$ cat src/hdl/sem_pkg.sv
// ----------------------------------------------------------------------------
// sem_pkg
// Shared types and constants of the Sobel edge magnitude block.
// ----------------------------------------------------------------------------
`timescale 1ns / 1ps
package sem_pkg;

  localparam int unsigned PIX_W    = 8;
  localparam int unsigned RGB_W    = 3 * PIX_W;
  localparam int unsigned WIDTH_W  = 11;
  localparam int unsigned HEIGHT_W = 13;
  localparam int unsigned CFG_W    = 13;
  localparam int unsigned CFG_IDX_W = 1;
  localparam int unsigned GRAD_W   = 11;
  localparam int unsigned SUMSQ_W  = 21;
  localparam int unsigned ROOT_STEPS_W = 3;

  typedef enum logic [CFG_IDX_W-1:0] {
    REG_FRAME_WIDTH  = 1'b0,
    REG_FRAME_HEIGHT = 1'b1
  } sem_reg_t;

  typedef enum logic [2:0] {
    ST_IDLE,
    ST_LOAD,
    ST_GRAD,
    ST_SQR,
    ST_START,
    ST_ROOT,
    ST_HOLD
  } sem_state_t;

  // Enables for the two register stages of a kernel lane
  typedef struct packed {
    logic grad_en;
    logic sq_en;
  } sem_kctl_t;

endpackage

$ cat src/hdl/sem_kernel.sv
// ----------------------------------------------------------------------------
// sem_kernel
// One colour lane: Sobel gradients, then the sum of their squares.
// ----------------------------------------------------------------------------
`timescale 1ns / 1ps
module sem_kernel (
  input  logic                          clk,
  input  sem_pkg::sem_kctl_t            ctl,
  input  logic [8:0][sem_pkg::PIX_W-1:0] px,
  output logic [sem_pkg::SUMSQ_W-1:0]   sumsq
);
  import sem_pkg::*;

  logic signed [GRAD_W-1:0]  gx_r, gy_r, gx_nxt, gy_nxt;
  logic signed [2*GRAD_W-1:0] sqx, sqy;
  logic [SUMSQ_W-1:0]        sumsq_r, sumsq_nxt;

  // Apply both kernels; window index is row * 3 + column
  always_comb begin
    gx_nxt = $signed({3'b0, px[2]}) + $signed({2'b0, px[5], 1'b0}) + $signed({3'b0, px[8]})
           - $signed({3'b0, px[0]}) - $signed({2'b0, px[3], 1'b0}) - $signed({3'b0, px[6]});
    gy_nxt = $signed({3'b0, px[6]}) + $signed({2'b0, px[7], 1'b0}) + $signed({3'b0, px[8]})
           - $signed({3'b0, px[0]}) - $signed({2'b0, px[1], 1'b0}) - $signed({3'b0, px[2]});
  end

  // Square and add
  always_comb begin
    sqx       = gx_r * gx_r;
    sqy       = gy_r * gy_r;
    sumsq_nxt = SUMSQ_W'(sqx) + SUMSQ_W'(sqy);
  end

  always_ff @(posedge clk) begin
    if (ctl.grad_en) begin
      gx_r <= gx_nxt;
      gy_r <= gy_nxt;
    end
    if (ctl.sq_en) begin
      sumsq_r <= sumsq_nxt;
    end
  end

  assign sumsq = sumsq_r;

endmodule

$ cat config.mk
export PLATFORM = sky130hd
export DESIGN_NAME = sem_kernel
export DESIGN_NICKNAME = d
export VERILOG_FILES = /design/src/hdl/sem_pkg.sv /design/src/hdl/sem_kernel.sv
export SDC_FILE = /design/constraint.sdc
export NUM_CORES = 1
export LEC_CHECK = 0
export ABC_AREA = 1
export BUFFER_PORTS_ARGS = -buffer_cell sky130_fd_sc_hd__buf_2
export CAP_MARGIN = 20
export CORE_ASPECT_RATIO = 1.2
export CORE_MARGIN = 8
export CORE_UTILIZATION = 50
export DETAILED_ROUTE_END_ITERATION = 8
export PLACE_DENSITY = 0.68
export SETUP_SLACK_MARGIN = 0.4
export SYNTH_ARGS = -nofsm -noshare
export SYNTH_HDL_FRONTEND = slang
export SYNTH_SLANG_ARGS = --single-unit
$ cat constraint.sdc
create_clock -name clk -period 7 [get_ports clk]
set_input_delay 0 -clock clk [delete_from_list [all_inputs] [get_ports clk]]
set_output_delay 0 -clock clk [all_outputs]
set_load 0.02 [all_outputs]
======== Yosys cells after proc, flatten, opt, wreduce, memory -nomap -nowiden ========
Index checks and enable logic that the tools add are counted.
operators by class
  $add $sub $neg .......................... 11
  $mul .................................... 2
operator list
  kind                          number
  subtractor 11 x 9 -> 11 bit   4
  multiplier 11 x 11 -> 21 bit  2
  adder 10 x 8 -> 11 bit        2
  subtractor 11 x 10 -> 11 bit  2
  adder 21 bit                  1
  adder 8 x 9 -> 10 bit         2
word-level totals
  flip-flop bits (word level) ............. 43
  input port bits ......................... 75
  logic and storage cells ................. 16

======== Longest topological paths before layout ========
  depth after elaboration ................. 5
  depth in mapped cells ................... 27
  gate-level depth less buffers ........... 26

======== Worst setup path before layout ========
Ideal clock, no wire load.
  kind .................................... register to register
  start point ............................. register gy_r[10]
  end point ............................... register sumsq_r[20], in the netlist sumsq[20], data pin
  setup time .............................. 252 ps
  arrival time ............................ 5741 ps
  required time ........................... 6748 ps
  path slack .............................. 1007 ps
  cell stages (with the launch flop) ...... 25
  path buffers ............................ 1
  path through ............................ edfxtp_1 clkbuf_1 nand2_1 inv_1 fa_1 fa_1 fa_1 inv_1 fa_1 inv_1 fa_1 inv_1 fa_1 fa_1 inv_1 ha_1 nand2_1 nor2_1 inv_1 nor3_1 nand2_1 o211ai_1 inv_1 nand2_1 nand2_1
between the ends
  word-level cells in the longest chain between the ends .. 2
RTL lines
  what                          line              RTL
  from (decl)                   sem_kernel.sv:14  logic signed [GRAD_W-1:0] gx_r, gy_r, gx_nxt, gy_nxt;
  from (signal assigned)        sem_kernel.sv:36  gy_r <= gy_nxt;
  multiplier 11 x 11 -> 21 bit  sem_kernel.sv:29  sqy = gy_r * gy_r;
  adder 21 bit                  sem_kernel.sv:30  sumsq_nxt = SUMSQ_W'(sqx) + SUMSQ_W'(sqy);
  net sumsq_nxt[20]             sem_kernel.sv:16  logic [SUMSQ_W-1:0] sumsq_r, sumsq_nxt;
  to (signal assigned)          sem_kernel.sv:39  sumsq_r <= sumsq_nxt;
  to (decl)                     sem_kernel.sv:16
The timed path passes the listed nets, and every way through them passes these cells.
A chain may end at the register's enable or synchronous reset.

======== Worst setup path in the final report ========
  start point ............................. register gx_r[4]
  end point ............................... register sumsq_r[20], in the netlist sumsq[20], data pin
between the ends
  word-level cells in the longest chain between the ends .. 2
RTL lines
  what                          line              RTL
  from (decl)                   sem_kernel.sv:14
  from (signal assigned)        sem_kernel.sv:35  gx_r <= gx_nxt;
  multiplier 11 x 11 -> 21 bit  sem_kernel.sv:28  sqx = gx_r * gx_r;
  adder 21 bit                  sem_kernel.sv:30
  net sumsq_nxt[20]             sem_kernel.sv:16
The timed path passes the listed nets, and every way through them passes these cells.

==> run summary <==
Clock-pin slew on the worst setup and hold paths: 0.08 ns. The run gives 7.07 ns as the required time of the critical path. The tree is rooted in a sky130_fd_sc_hd__clkbuf_16.

On the final layout, the worst clock skew is 0.0155 ns. The peak per-stage delay on the critical path works out to 0.77 ns. For the combined area of all synthesized cells, the log shows 12000 sq um. Walking the worst path, the cells encountered are nand2_1, fa_1, fa_1, fa_1, fa_1, fa_1, inv_1, fa_1, fa_1, ha_1, nand3_1, nand2_1, nand2_1, nand2_2, nand2_1, o211ai_1, inv_1, nand2_1, nand2_1. Die width: 157 um.

The starting density of the core is 0.505, and the endpoint arrival time on the critical path is 6.36 ns. 0 antenna diodes ended up in the layout. In the synthesized netlist the dominant register cell turns out to be sky130_fd_sc_hd__edfxtp_1. Share of synthesized area occupied by flip-flops and latches: 0.108. The slew of the pin with the lowest slew margin is 0.653 ns, and the maximum clock path buffer count is 2. Among all stages on the critical path, the largest delay is contributed by sky130_fd_sc_hd__edfxtp_1.

TritonCTS built the clock tree. Once detail routing completed, the nets flagged for antenna violations numbered 0. The critical path is of the reg -> reg type.

The pin count of the biggest net entering global routing was 23; the number of maximum-capacitance violations was 0. During I/O placement, the number of pins put on the boundary was 96. The all-layer global routing usage was 0.181; the half-perimeter wire length after detailed placement was 20700 um.

The relative max-transition margin was 0.565. The net count of the finished layout is 1846, and the core outline area is 23700 sq um. For this run, the top clock speed supported by timing is 159 MHz. In this run, CTS created clock tree buffers numbering 5. Hold repair after CTS inserted 0 buffers. The startpoint identified for the worst register-to-register timing path is gx_r[4]. The run gives 2 as the number of H-tree branching levels.

Registers take 1290 sq um. A synthesized cell averages 9.28 sq um. The die covers 29200 sq um. Counting every instance in the synthesized netlist gives 1293.

The synthesized netlist contains 33 unique library cells. The time the final worst path needs with I/O delays and setup works out to 6.28 ns. Setup repair after global routing left no endpoint under its margin. The number of nets in the synthesized netlist is 1758. The flow ran to the end, and the final reports show no timing, DRC or antenna violations. In this design, the critical path's most frequently occurring cell is sky130_fd_sc_hd__fa_1. The run gives 0 as the initial antenna violation count. The worst-skew pair later-pin latency came out at 0.31 ns. The path class of the lowest-slack min-delay path is in -> reg. The congestion estimate from routability-driven global placement came to 0.825.

The final worst-path cycle share is 0.898. Count of port buffers added during placement: 87. The origin of the worst setup path was gx_r[4]. The number of storage elements in the synthesis netlist works out to 43. The filler cells instantiated in the layout total 2216. The share of layout cells above drive strength 1 works out to 0.102. The tools report the number of endpoints with negative hold slack in the final report as 0. Along the worst path, the maximum fanout reaches 11. The tools report the core occupancy in the finished layout as 0.550. The run gives 0 as the number of warnings issued by yosys. The count of final max-slew check failures was 0; the final count of negative-setup-slack endpoints was 0. The first global-routing pass estimated 41300 um of wire. The number of global-route vias before repair is 9152, and the number of enable-type register cells in the synthesized netlist is 43. The tools report the overall overflow remaining after global route as 0.

The startpoint of the tightest hold check path was px[49]. The area occupied by multi-input gates came out at 8870 sq um. The aggregate negative setup slack came out at 0 ns.

Summed over all layers, the routed wires come to 23500 um. The vertical die dimension was 186 um. The mean routed wirelength per cell was 13.8 um. CTS saw 43 sinks. The category of the worst setup path launch point is a register.

The count of TritonRoute iterations in the first routing pass is 5. For this block, the initial DRC count from the detailed router was 318. The worst setup path is captured at a register. The layout overhead on the synthesized area was 8.73%; the async set or reset register ratio after synthesis was 0.

The detailed router placed 8054 vias in this run. The post-detailed-route via-to-cell ratio is 4.73. The initialized floorplan defines 62 standard-cell rows. For this run, design rule violations remaining after detail routing come to 0.
logic make-up (layout without fill, tap and decap cells):
kind of cell	Yosys count	count (layout)	share of synthesized area
buf+inv	489	578	0.154
mux	1	1	0.000938
fa+ha+maj	390	390	0.586
compound gates	56	56	0.0277
simple gates	272	272	0.0926
flops	43	43	0.108
xor+xnor	42	42	0.0313
final cells by class:
| class | instances | area share |
|---|---|---|
| Clock buffer | 5 | 0.00959 |
| Clock inverter | 3 | 0.00355 |
| Inverter | 466 | 0.134 |
| Multi-Input combinational cell | 761 | 0.680 |
| Sequential cell | 43 | 0.0990 |
| Tap cell | 320 | 0.0307 |
| Timing Repair Buffer | 104 | 0.0432 |
timing repair:
action	CTS	global route
setup endpoints to repair	0	6
endpoints found under the hold margin	0	0
gates resized for setup	0	2
setup buffers	0	10
path summary, 6_finish.rpt:
check | slack, ns | cells after the start | to
max | 0.72 | 19 | sumsq[20]
min | 0.17 | 3 | gx_r[0]
max reg2reg | 0.72 | 19 | sumsq[20]
min reg2reg | 0.88 | 2 | sumsq[0]
metrics by stage:
step                      area, sq um  setup slack (ns)  hold slack (ns)  instances
after floorplan                 12000              1.01            0.112       1293
after global placement          12800             0.563            0.446       1684
after detailed placement        12800             0.501            0.446       1684
after CTS                       13000             0.496            0.160       1692
after global routing            13000             0.423            0.185       1702
final                           13000             0.715            0.167       1702
state kept, by name (all words and copies together), names as in the netlist:
register	cells
gy_r	11
sumsq	21
gx_r	11
layer usage:
metal,share of wire,vias to the layer above,GRT usage
met5,0,-,0
met2,0.57,131,0.358
met4,0.039,0,0.0774
met1,0.36,4052,0.189
met3,0.029,37,0.0156
li1,-,3834,-
worst max-delay path: cells and delay by family (launching register included):
kind,cells,cell delay [ns]
buffers and inverters,2,0.13
and+or+nand+nor,8,0.92
adders and majority gates,8,4.05
AOI/OAI and AO/OA,1,0.19
DFF,1,0.77
cell usage after synthesis (7+ instances only):
master / n / share of area
sky130_fd_sc_hd__inv_1: 458 / 0.14
sky130_fd_sc_hd__inv_2: 7 / 0.0022
sky130_fd_sc_hd__xor2_1: 32 / 0.023
sky130_fd_sc_hd__nand3_1: 20 / 0.0083
sky130_fd_sc_hd__nor2_1: 42 / 0.013
sky130_fd_sc_hd__edfxtp_1: 43 / 0.11
sky130_fd_sc_hd__fa_1: 287 / 0.48
sky130_fd_sc_hd__clkbuf_1: 22 / 0.0069
sky130_fd_sc_hd__xnor2_1: 9 / 0.0066
sky130_fd_sc_hd__ha_1: 103 / 0.11
sky130_fd_sc_hd__a21oi_1: 33 / 0.014
sky130_fd_sc_hd__nand2_1: 185 / 0.058
cell usage in the layout, fill, tap and decap left out, types with 7 or more instances in the layout:
master	instances
sky130_fd_sc_hd__xnor2_1	9
sky130_fd_sc_hd__xor2_1	32
sky130_fd_sc_hd__a21oi_1	33
sky130_fd_sc_hd__nor2_1	42
sky130_fd_sc_hd__inv_1	457
sky130_fd_sc_hd__ha_1	103
sky130_fd_sc_hd__nand2_2	7
sky130_fd_sc_hd__fa_1	287
sky130_fd_sc_hd__edfxtp_1	43
sky130_fd_sc_hd__buf_2	87
sky130_fd_sc_hd__buf_4	17
sky130_fd_sc_hd__nand3_1	20
sky130_fd_sc_hd__inv_2	7
sky130_fd_sc_hd__nand2_1	184
Power is left out: the tool's default activity adds up to more than one toggle a clock period on the data nets, which glitch-free logic cannot reach.
