$ cat src/hdl/sem_pkg.sv
// ----------------------------------------------------------------------------
// sem_pkg
// Shared types and constants of the Sobel edge magnitude block.
// ----------------------------------------------------------------------------
`timescale 1ns / 1ps
package sem_pkg;

  localparam int unsigned PIX_W    = 8;
  localparam int unsigned RGB_W    = 3 * PIX_W;
  localparam int unsigned WIDTH_W  = 11;
  localparam int unsigned HEIGHT_W = 13;
  localparam int unsigned CFG_W    = 13;
  localparam int unsigned CFG_IDX_W = 1;
  localparam int unsigned GRAD_W   = 11;
  localparam int unsigned SUMSQ_W  = 21;
  localparam int unsigned ROOT_STEPS_W = 3;

  typedef enum logic [CFG_IDX_W-1:0] {
    REG_FRAME_WIDTH  = 1'b0,
    REG_FRAME_HEIGHT = 1'b1
  } sem_reg_t;

  typedef enum logic [2:0] {
    ST_IDLE,
    ST_LOAD,
    ST_GRAD,
    ST_SQR,
    ST_START,
    ST_ROOT,
    ST_HOLD
  } sem_state_t;

  // Enables for the two register stages of a kernel lane
  typedef struct packed {
    logic grad_en;
    logic sq_en;
  } sem_kctl_t;

endpackage

$ cat src/hdl/sem_root.sv
// ----------------------------------------------------------------------------
// sem_root
// Rounded square root of three lanes, one result bit per cycle, clamped
// to 255: largest n with n*(n-1) below the input.
// ----------------------------------------------------------------------------
`timescale 1ns / 1ps
module sem_root (
  input  logic                              clk,
  input  logic                              rst_n,
  input  logic                              start,
  input  logic [2:0][sem_pkg::SUMSQ_W-1:0]  sumsq,
  output logic [2:0][sem_pkg::PIX_W-1:0]    mag,
  output logic                              done
);
  import sem_pkg::*;

  logic [2:0][SUMSQ_W-1:0] s_r;
  logic [2:0][PIX_W-1:0]   n_r, n_nxt;
  logic [ROOT_STEPS_W-1:0] bit_r;
  logic                    busy_r, done_r;
  logic [2:0][PIX_W-1:0]   cand;
  logic [2:0][2*PIX_W-1:0] prod;

  // Trial bit for each lane
  always_comb begin
    for (int i = 0; i < 3; i++) begin
      cand[i]  = n_r[i] | (PIX_W'(1) << bit_r);
      prod[i]  = cand[i] * (cand[i] - PIX_W'(1));
      n_nxt[i] = (SUMSQ_W'(prod[i]) < s_r[i]) ? cand[i] : n_r[i];
    end
  end

  // Step control
  always_ff @(posedge clk) begin
    if (!rst_n) begin
      busy_r <= 1'b0;
      done_r <= 1'b0;
    end else begin
      done_r <= busy_r && (bit_r == '0);
      if (start) begin
        busy_r <= 1'b1;
      end else if (busy_r && (bit_r == '0)) begin
        busy_r <= 1'b0;
      end
    end
  end

  // Lane data
  always_ff @(posedge clk) begin
    if (start) begin
      s_r   <= sumsq;
      n_r   <= '0;
      bit_r <= '1;
    end else if (busy_r) begin
      n_r   <= n_nxt;
      bit_r <= bit_r - ROOT_STEPS_W'(1);
    end
  end

  assign mag  = n_r;
  assign done = done_r;

endmodule

$ cat config.mk
export PLATFORM = sky130hd
export DESIGN_NAME = sem_root
export DESIGN_NICKNAME = d
export VERILOG_FILES = /design/src/hdl/sem_pkg.sv /design/src/hdl/sem_root.sv
export SDC_FILE = /design/constraint.sdc
export NUM_CORES = 1
export LEC_CHECK = 0
export BUFFER_PORTS_ARGS = -buffer_cell sky130_fd_sc_hd__buf_4
export CAP_MARGIN = 30
export CORE_UTILIZATION = 60
export DETAILED_ROUTE_END_ITERATION = 8
export PLACE_DENSITY = 0.8
export SYNTH_ARGS = -nofsm -noshare
export SYNTH_HDL_FRONTEND = slang
export SYNTH_SLANG_ARGS = --single-unit
$ cat constraint.sdc
create_clock -name clk -period 9.9 [get_ports clk]
set_input_delay 0.99 -clock clk [delete_from_list [all_inputs] [get_ports clk]]
set_output_delay 0.99 -clock clk [all_outputs]
set_load 0.03 [all_outputs]
Word level (Yosys, flattened, before mapping)
Cells that the tools add are included.
- bitwise operators: 3
- mux-type cells: 2
- $add $sub $neg: 4
- $lt $le $gt $ge: 3
- shift-type cells: 1
- reductions and logical operators: 6
- multipliers: 3
- operators by type and width (kind ; number):
    $lt 16x21->1 ; 3
    $mul 9x9->16 ; 3
    $sub 8x1->9 const B ; 3
    $or 8x8->8 ; 3
    $shl 1x3->8 const A ; 1
    $reduce_and 2->1 ; 3
    $logic_not 3->1 ; 1
    $sub 3x1->3 const B ; 1
    $mux 1 ; 2
    $reduce_bool 2->1 ; 1
    $logic_and 1x1->1 ; 1
- bits of input ports: 66
- flip-flop bits (word level): 92

Longest topological paths before layout
Gate-level depths: netlist (run 1).
- depth after elaboration: 6
- gate-level depth with buffers: 34
- gate-level depth less buffers: 32

Worst setup path after synthesis (run 1)
OpenSTA, ideal clock, no wires.
- kind: reg-to-reg
- start: reg bit_r[0]
- end: reg n_r (netlist bit mag[7])
- cell stages (with the launch flop): 32
- period minus slack after synthesis: 7727 ps
- library setup time: 75 ps
- data arrival time: 7652 ps
- setup slack: 2173 ps
- path through: dfxtp_1 -> inv_1 -> ha_1 -> buf_6 -> nor2b_1 -> nor2_1 -> clkbuf_1 -> ha_1 -> o2111ai_2 -> or3_1 -> ha_1 -> nand2b_1 -> fa_1 -> fa_1 -> inv_1 -> fa_1 -> fa_1 -> inv_1 -> fa_1 -> inv_1 -> ha_1 -> o21ai_0 -> o21ai_0 -> a31o_2 -> a21oi_1 -> xnor2_1 -> ha_1 -> a21o_1 -> a21oi_1 -> o21ai_0 -> o22a_1 -> o22ai_1
- cells in the longest elaborated chain, start to end: 6
- RTL lines (item ; RTL line ; source):
    from (decl) ; sem_root.sv:19 ; logic [ROOT_STEPS_W-1:0] bit_r;
    from (signal assigned) ; sem_root.sv:56 ; bit_r <= bit_r - ROOT_STEPS_W'(1);
    $shl 1x3->8 * ; sem_root.sv:27 ; cand[i] = n_r[i] | (PIX_W'(1) << bit_r);
    $or 8x8->8 * ; sem_root.sv:27 ;
    $sub 8x1->9 ; sem_root.sv:28 ; prod[i] = cand[i] * (cand[i] - PIX_W'(1));
    $mul 9x9->16 ; sem_root.sv:28 ;
    $lt 16x21->1 ; sem_root.sv:29 ; n_nxt[i] = (SUMSQ_W'(prod[i]) < s_r[i]) ? cand[i] : n_r[i];
    $reduce_and 2->1 (no line) ; -- ;
    to (signal assigned) ; sem_root.sv:55 ; n_r <= n_nxt;
    to (decl) ; sem_root.sv:18 ; logic [2:0][PIX_W-1:0] n_r, n_nxt;
Mark *: on every way between the ends. The rest lies on a longest branch, timed or not.
A chain may end at the register's enable or synchronous reset.

Final worst setup path (run 1)
- start: reg bit_r[0]
- end: reg n_r (netlist bit mag[15])
Same word-level chain as after synthesis.

==> out/metrics.csv, run 1 <==
stage;metric;value;unit
status;status;finished, final reports clean;
grt;grt_max_degree;51;
sta;setup_violations;0;
floorplanning;die_w;141;µm
floorplanning;die_area;19900;µm²
place;place_congestion;0.916;
detailed_routing;firstDrtPassIters;7;
detailed_routing;route.vias.total;8430;
logic_synthesis;ys_warn_count;0;
worst_setup_path;start_kind;flop;
worst_setup_path;crit_family;adder cells;
clock_tree;cts_buffers;9;
grt;grt_first_pass_wirelength;40.2;mm
sta;worstMarginPinSlew;0.948;ns
logic_synthesis;syn-cell-area;11600;µm²
min_path;hold_depth;2;
min_path;min-delay-start;mag[0];
detailed_routing;drt_wl_total;23.1;mm
grt;grt_antenna_before_repair;0;
sta;clock.fmax;0.116;GHz
sta;fin_worst_hold_slack;0.494;ns
clock_tree;htreeDepth;3;
floorplanning;die_h;141;µm
detailed_routing;antenna_left;0;
clock_tree;ctsLongestPathBuffers;2;
sta;fin_crit;8.62;ns
clock_tree;clock_latency;0.36;ns
layout;nets;1701;
worst_setup_path;worstPathRequired;10.13;ns
sta;tns;0;ns
detailed_routing;wire_per_inst;14.8;µm
grt;gr-total-overflow;0;
worst_setup_path;r2r-end;mag[15];
worst_setup_path;crit_top_cell;fa_1;
sta;fin_crit_sh;87.0;%
layout;syn2layout_area_growth;10.6;%
worst_setup_path;critPathLaunch;bit_r[0];
place;io_buffers;90;
worst_setup_path;crit_type;flop to flop;
worst_setup_path;critPathSlowestCell;nor2_2;
layout;drive_gt1_share;12.6;%
sta;finClkSkew;0.00820;ns
logic_synthesis;avgSynthCellArea;9.59;µm²
floorplanning;initial_core_util;61.7;%
logic_synthesis;postSynthCellCount;1211;
clock_tree;clkSlewWorstSetupHoldPaths;0.07;ns
logic_synthesis;synth_async_sr_flop_share;0;%
worst_setup_path;critPathMaxFanout;17;
floorplanning;num_rows;50;
logic_synthesis;synth-seq-area-share;21.3;%
worst_setup_path;r2r-start;bit_r[0];
sta;final_hold_viol_count;0;
detailed_routing;drt_iter0_markers;777;
floorplanning;fp.coreArea;18800;µm²
min_path;holdCritPathClass;flop to flop;
worst_setup_path;cp_num_buf_inv;4;
place;detailed_place_hpwl;19.1;mm
sta;maxSlewHeadroom;36.8;%
power;ir_drop;0.276;mV
logic_synthesis;synth_seq_cells;92;
clock_tree;cts_resized;0;
job;maxCapViolCount;0;
worst_setup_path;crit_arrival;8.85;ns
clock_tree;clock-sinks;92;
power;power_density;261;nW/µm²
worst_setup_path;r2r_cells;28;
clock_tree;post-cts-setup-buffer-count;0;
sta;slew_violations;0;
logic_synthesis;ys.flop_type;edfxtp_1;
logic_synthesis;yosysUniqueCellTypes;54;
logic_synthesis;synth-edff-count;63;
sta;grt_setup_unrepaired;no;
power;p_leak;6.95;nW
grt;grt_use_total;25.4;%
clock_tree;cts_tree;done;
grt;grt_pass1_vias;8777;
place;dpl.cell_count;1549;
floorplanning;io_pins;91;
layout;final_cells;1565;
worst_setup_path;endpoint_kind;flop;
worst_setup_path;r2r_slack;1.28;ns
detailed_routing;avgViaCountPerCell;5.39;
min_path;hold_path_end;mag[0];
clock_tree;clk_root_buffer_cell;clkbuf_16;
worst_setup_path;critPathMaxStageDelay;0.58;ns
layout;fill_cells;1441;
detailed_routing;drc;0;
clock_tree;holdBufCountCts;0;
layout;n_antenna_cell;0;
logic_synthesis;syn_nets;1612;
## final cells by class
cell class	count	area, µm²	area share (%)
clock buffer	9	225	1.75
tap	260	325	2.53
inverter	260	976	7.60
sequential	92	2470	19.2
timing repair buffer	94	706	5.49
multi-input combinational	843	8070	62.8
clock inverter	7	73.8	0.575
## metrics by stage
step / worst slack (ns) / instance area [µm²] / utilization, % / total power [mW]
after detailed placement: 1.34 / 12500 / 66.6 / 2.99
after global placement: 1.68 / 12500 / 66.6 / 2.91
after floorplan: 2.17 / 11600 / - / 2.47
after global routing: 0.672 / 12800 / 68.2 / 3.79
final: 1.28 / 12800 / 68.2 / 3.36
after CTS: 1.30 / 12800 / 68.2 / 3.38
## cell usage after synthesis, types with 7 or more instances
library cell	n	area share, %
inv_1	251	8.1
ha_1	206	22
nor2_1	137	4.4
fa_1	129	22
nand2_1	72	2.3
edfxtp_1	63	16
a21oi_1	39	1.7
xnor2_1	35	2.6
dfxtp_1	29	5.0
nand2b_1	21	1.1
nor3_1	19	0.82
nand3_1	18	0.78
o21ai_0	18	0.78
o22ai_1	16	0.86
or2_2	12	0.65
clkbuf_1	10	0.32
nor2b_1	10	0.54
xor2_1	10	0.75
inv_2	9	0.29
a21o_1	7	0.45
nand4_1	7	0.38
o21bai_1	7	0.45
## how the worst max path moves through the flow
stage,slack (ns),endpoint,cells after the start
final,1.28,mag[15],28
after global routing,0.67,mag[15],28
after CTS,1.30,mag[15],28
after detailed placement,1.34,mag[13],28
after global placement,1.68,mag[15],28
after floorplan,2.17,mag[7],31
## layout by cell type (no fill, tap or decap), drive strengths merged, types with 4 or more instances in the layout
cell	n
nor2	147
a21oi	50
edfxtp	63
o22ai	16
and3	6
a211oi	4
xnor2	36
o21a	4
nor2b	11
o211ai	5
buf	94
fa	129
dfxtp	29
nand4	9
a21o	7
a31o	5
nor3	21
or3	6
nand2	72
a31oi	4
clkbuf	9
inv	266
xor2	10
nand2b	21
o21ai	18
ha	206
o21bai	7
or2	13
nand3	21
## logic make-up (layout without fill, tap and decap cells)
group	Yosys count	in the layout	share of synthesized area [%]
fa+ha+maj	335	335	44.4
simple gates	330	330	13.7
buf+inv	276	370	9.25
compound gates	132	132	7.78
flops	92	92	21.3
xor+xnor	46	46	3.53
## where the power goes
part / internal [mW] / switching, mW / total, mW / leakage (nW)
Sequential: 0.444 / 0.0206 / 0.465 / 0.852
Combinational: 1.15 / 1.39 / 2.53 / 5.95
Clock: 0.180 / 0.178 / 0.358 / 0.148
## worst register-to-register path: cells and delay by family (launching register included)
family,cells,cell delay (ns)
AO/OA/AOI/OAI,7,1.58
XOR/XNOR,1,0.16
buffers and inverters,4,0.25
AND/OR/NAND/NOR,7,2.09
adder cells (fa/ha/maj),9,3.96
flip-flops,1,0.41
## metal layers
layer | vias to the layer above | routed length [µm] | track usage, %
met3 | 33 | 1170 | 4.35
li1 | 4080 | - | -
met4 | 0 | 371 | 6.58
met5 | - | 0 | 0
met1 | 4111 | 9710 | 31.5
met2 | 206 | 11900 | 45.8
## registers in the layout, summed over array words and instances (netlist names)
| name | count |
|---|---|
| s_r | 63 |
| mag | 24 |
| bit_r | 3 |
| busy_r | 1 |
| done | 1 |
Power figures use the tool's default switching activity.
==> run 2, diff against run 1 <==
--- a/config.mk
+++ b/config.mk
@@ -5,6 +5,7 @@
 export SDC_FILE = /design/constraint.sdc
 export NUM_CORES = 1
 export LEC_CHECK = 0
+export ABC_AREA = 1
 export BUFFER_PORTS_ARGS = -buffer_cell sky130_fd_sc_hd__buf_4
 export CAP_MARGIN = 30
 export CORE_UTILIZATION = 60
@@ -13,3 +14,4 @@
 export SYNTH_ARGS = -nofsm -noshare
 export SYNTH_HDL_FRONTEND = slang
 export SYNTH_SLANG_ARGS = --single-unit
+export TNS_END_PERCENT = 50
==> out/metrics.csv, run 2 <==
stage;metric;value;unit
status;status;finished, final reports clean;
clock_tree;clkSlewWorstSetupHoldPaths;0.07;ns
worst_setup_path;critPathMaxStageDelay;0.55;ns
logic_synthesis;ys_top_cells_by_area;fa_1 (21%), ha_1 (21%), edfxtp_1 (15%);
clock_tree;cts_resized;0;
grt;gr-total-overflow;0;
logic_synthesis;synth_largest_area_cell;fa_1;
layout;final_cell_mix;inv_1 (378), nand2_1 (300), ha_1 (206);
worst_setup_path;worstPathRequired;10.18;ns
clock_tree;htreeDepth;3;
clock_tree;cts_tree;done;
logic_synthesis;synth-seq-area-share;20.2;%
logic_synthesis;synth_async_sr_flop_share;0;%
min_path;hold_path_end;mag[18];
logic_synthesis;postSynthCellCount;1485;
place;detailed_place_hpwl;21.2;mm
floorplanning;die_w;145;µm
grt;grt_max_degree;70;
sta;slew_violations;0;
clock_tree;holdBufCountCts;0;
worst_setup_path;r2r_cells;34;
worst_setup_path;crit_arrival;8.09;ns
detailed_routing;drt_wl_total;25.1;mm
worst_setup_path;start_kind;flop;
sta;fin_crit;7.81;ns
worst_setup_path;r2r-end;mag[14];
floorplanning;die_area;21000;µm²
clock_tree;post-cts-setup-buffer-count;0;
layout;top_register;s_r;
clock_tree;ctsLongestPathBuffers;2;
sta;worstMarginPinSlew;0.889;ns
layout;stdcell_area;13500;µm²
logic_synthesis;synth-edff-count;63;
clock_tree;cts_buffers;9;
grt;grt_pass1_vias;9377;
power;power_density;196;nW/µm²
logic_synthesis;synthDominantCellAreaShare;21.1;%
worst_setup_path;r2r-start;bit_r[1];
layout;drive_gt1_share;9.10;%
layout;nets;1978;
floorplanning;fp.coreArea;19700;µm²
sta;maxSlewHeadroom;40.7;%
logic_synthesis;yosysMostFrequentCell;inv_1;
floorplanning;die_h;145;µm
power;p_leak;7.91;nW
worst_setup_path;endpoint_kind;flop;
logic_synthesis;avgSynthCellArea;8.24;µm²
logic_synthesis;ys.flop_type;edfxtp_1;
logic_synthesis;synth_seq_cells;92;
place;io_buffers;90;
logic_synthesis;syn-cell-area;12200;µm²
place;place_congestion;0.983;
min_path;holdCritPathClass;flop to flop;
detailed_routing;avgViaCountPerCell;5.10;
sta;tns;0;ns
floorplanning;num_rows;51;
layout;final_common_cell;inv_1;
layout;largest_reg_flops;63;
place;place_area;13200;µm²
worst_setup_path;r2r_slack;2.09;ns
layout;syn2layout_area_growth;10.3;%
logic_synthesis;yosysUniqueCellTypes;32;
clock_tree;clock-sinks;92;
worst_setup_path;crit_type;flop to flop;
sta;clock.fmax;0.128;GHz
power;ir_drop;0.149;mV
sta;finClkSkew;0.0101;ns
grt;grt_use_total;26.1;%
floorplanning;io_pins;91;
sta;grt_setup_unrepaired;no;
worst_setup_path;crit_top_cell;inv_1;
logic_synthesis;ys_warn_count;0;
logic_synthesis;syn_nets;1886;
min_path;hold_depth;2;
clock_tree;clk_root_buffer_cell;clkbuf_16;
detailed_routing;firstDrtPassIters;7;
floorplanning;initial_core_util;62.0;%
detailed_routing;route.vias.total;9421;
grt;grt_antenna_before_repair;0;
worst_setup_path;critPathMaxFanout;10;
grt;grt_first_pass_wirelength;42.6;mm
detailed_routing;drc;0;
detailed_routing;wire_per_inst;13.6;µm
min_path;min-delay-start;mag[18];
layout;n_antenna_cell;0;
place;pre_cts_slack;2.15;ns
clock_tree;clock_latency;0.36;ns
layout;fill_cells;1598;
logic_synthesis;synth_common_cells;inv_1 (378), nand2_1 (300), ha_1 (206);
sta;setup_violations;0;
worst_setup_path;critPathSlowestCell;fa_1;
sta;final_hold_viol_count;0;
detailed_routing;drt_iter0_markers;553;
sta;layout_setup_ws;2.09;ns
job;maxCapViolCount;0;
sta;fin_crit_sh;78.9;%
detailed_routing;antenna_left;0;
power;power;2.65;mW
## run 2: cell types whose count changed after synthesis, moves of 8 or more
cell / previous run / this run
a21oi_1: 39 / 58
inv_1: 251 / 378
nand2_1: 72 / 300
nand2b_1: 21 / 0
nand3_1: 18 / 39
nor2b_1: 10 / 0
nor3_1: 19 / 10
o22ai_1: 16 / 0
or2_2: 12 / 4
xnor2_1: 35 / 14
xor2_1: 10 / 26
## run 2: cell families after synthesis
logic type	after synthesis	synth area share, %
xor+xnor	40	2.86
compound gates	89	3.97
simple gates	533	18.5
fa+ha+maj	335	42.2
buf+inv	396	12.2
flops	92	20.2
## run 2: final cells by class
type                    instances  area, µm²  share of cell area (%)
repair buffers                 92        691                    5.12
clock buffers                   9        225                    1.67
multi-input cells             997       8260                    61.2
flip-flops and latches         92       2470                    18.3
clock inverters                 7       65.1                   0.482
well taps                     265        332                    2.46
inverters                     385       1450                    10.7
## run 2: through the flow
stage	hold WS [ns]	cells	utilization, %
final	0.477	1847	68.4
after global routing	0.515	1847	68.4
after CTS	0.482	1847	68.4
after detailed placement	0.470	1831	67.0
after global placement	0.460	1831	67.0
after floorplan	0.471	1485	-
## run 2: critical path: cells and delay by family (launching register included)
family	cells	cell delay [ns]
simple gates	10	1.53
xor+xnor	1	0.16
compound gates	5	0.83
flops	1	0.38
fa+ha+maj	10	4.02
buf+inv	8	0.78
## run 2: worst max-delay path by stage
stage / from / end / slack (ns) / cells after the start
global placement: bit_r[1] / mag[15] / 2.26 / 34
detailed placement: bit_r[1] / mag[14] / 2.15 / 34
global route: bit_r[0] / mag[4] / 1.57 / 34
finish: bit_r[1] / mag[14] / 2.09 / 34
floorplan: bit_r[0] / mag[10] / 2.96 / 35
CTS: bit_r[1] / mag[14] / 2.11 / 34
## run 2: routing by layer
layer	share of wire, %	global-route usage [%]	vias to the layer above
li1	-	-	4715
met1	44	34.0	4416
met2	49	45.9	257
met3	5.2	3.92	33
met4	1.4	5.87	0
met5	0	0	-
## run 2: where the power goes
| part | leakage (nW) | internal, mW | switching (mW) | total [mW] |
|---|---|---|---|---|
| logic | 6.92 | 0.739 | 1.12 | 1.86 |
| clock network | 0.141 | 0.177 | 0.164 | 0.341 |
| registers | 0.852 | 0.437 | 0.00966 | 0.447 |
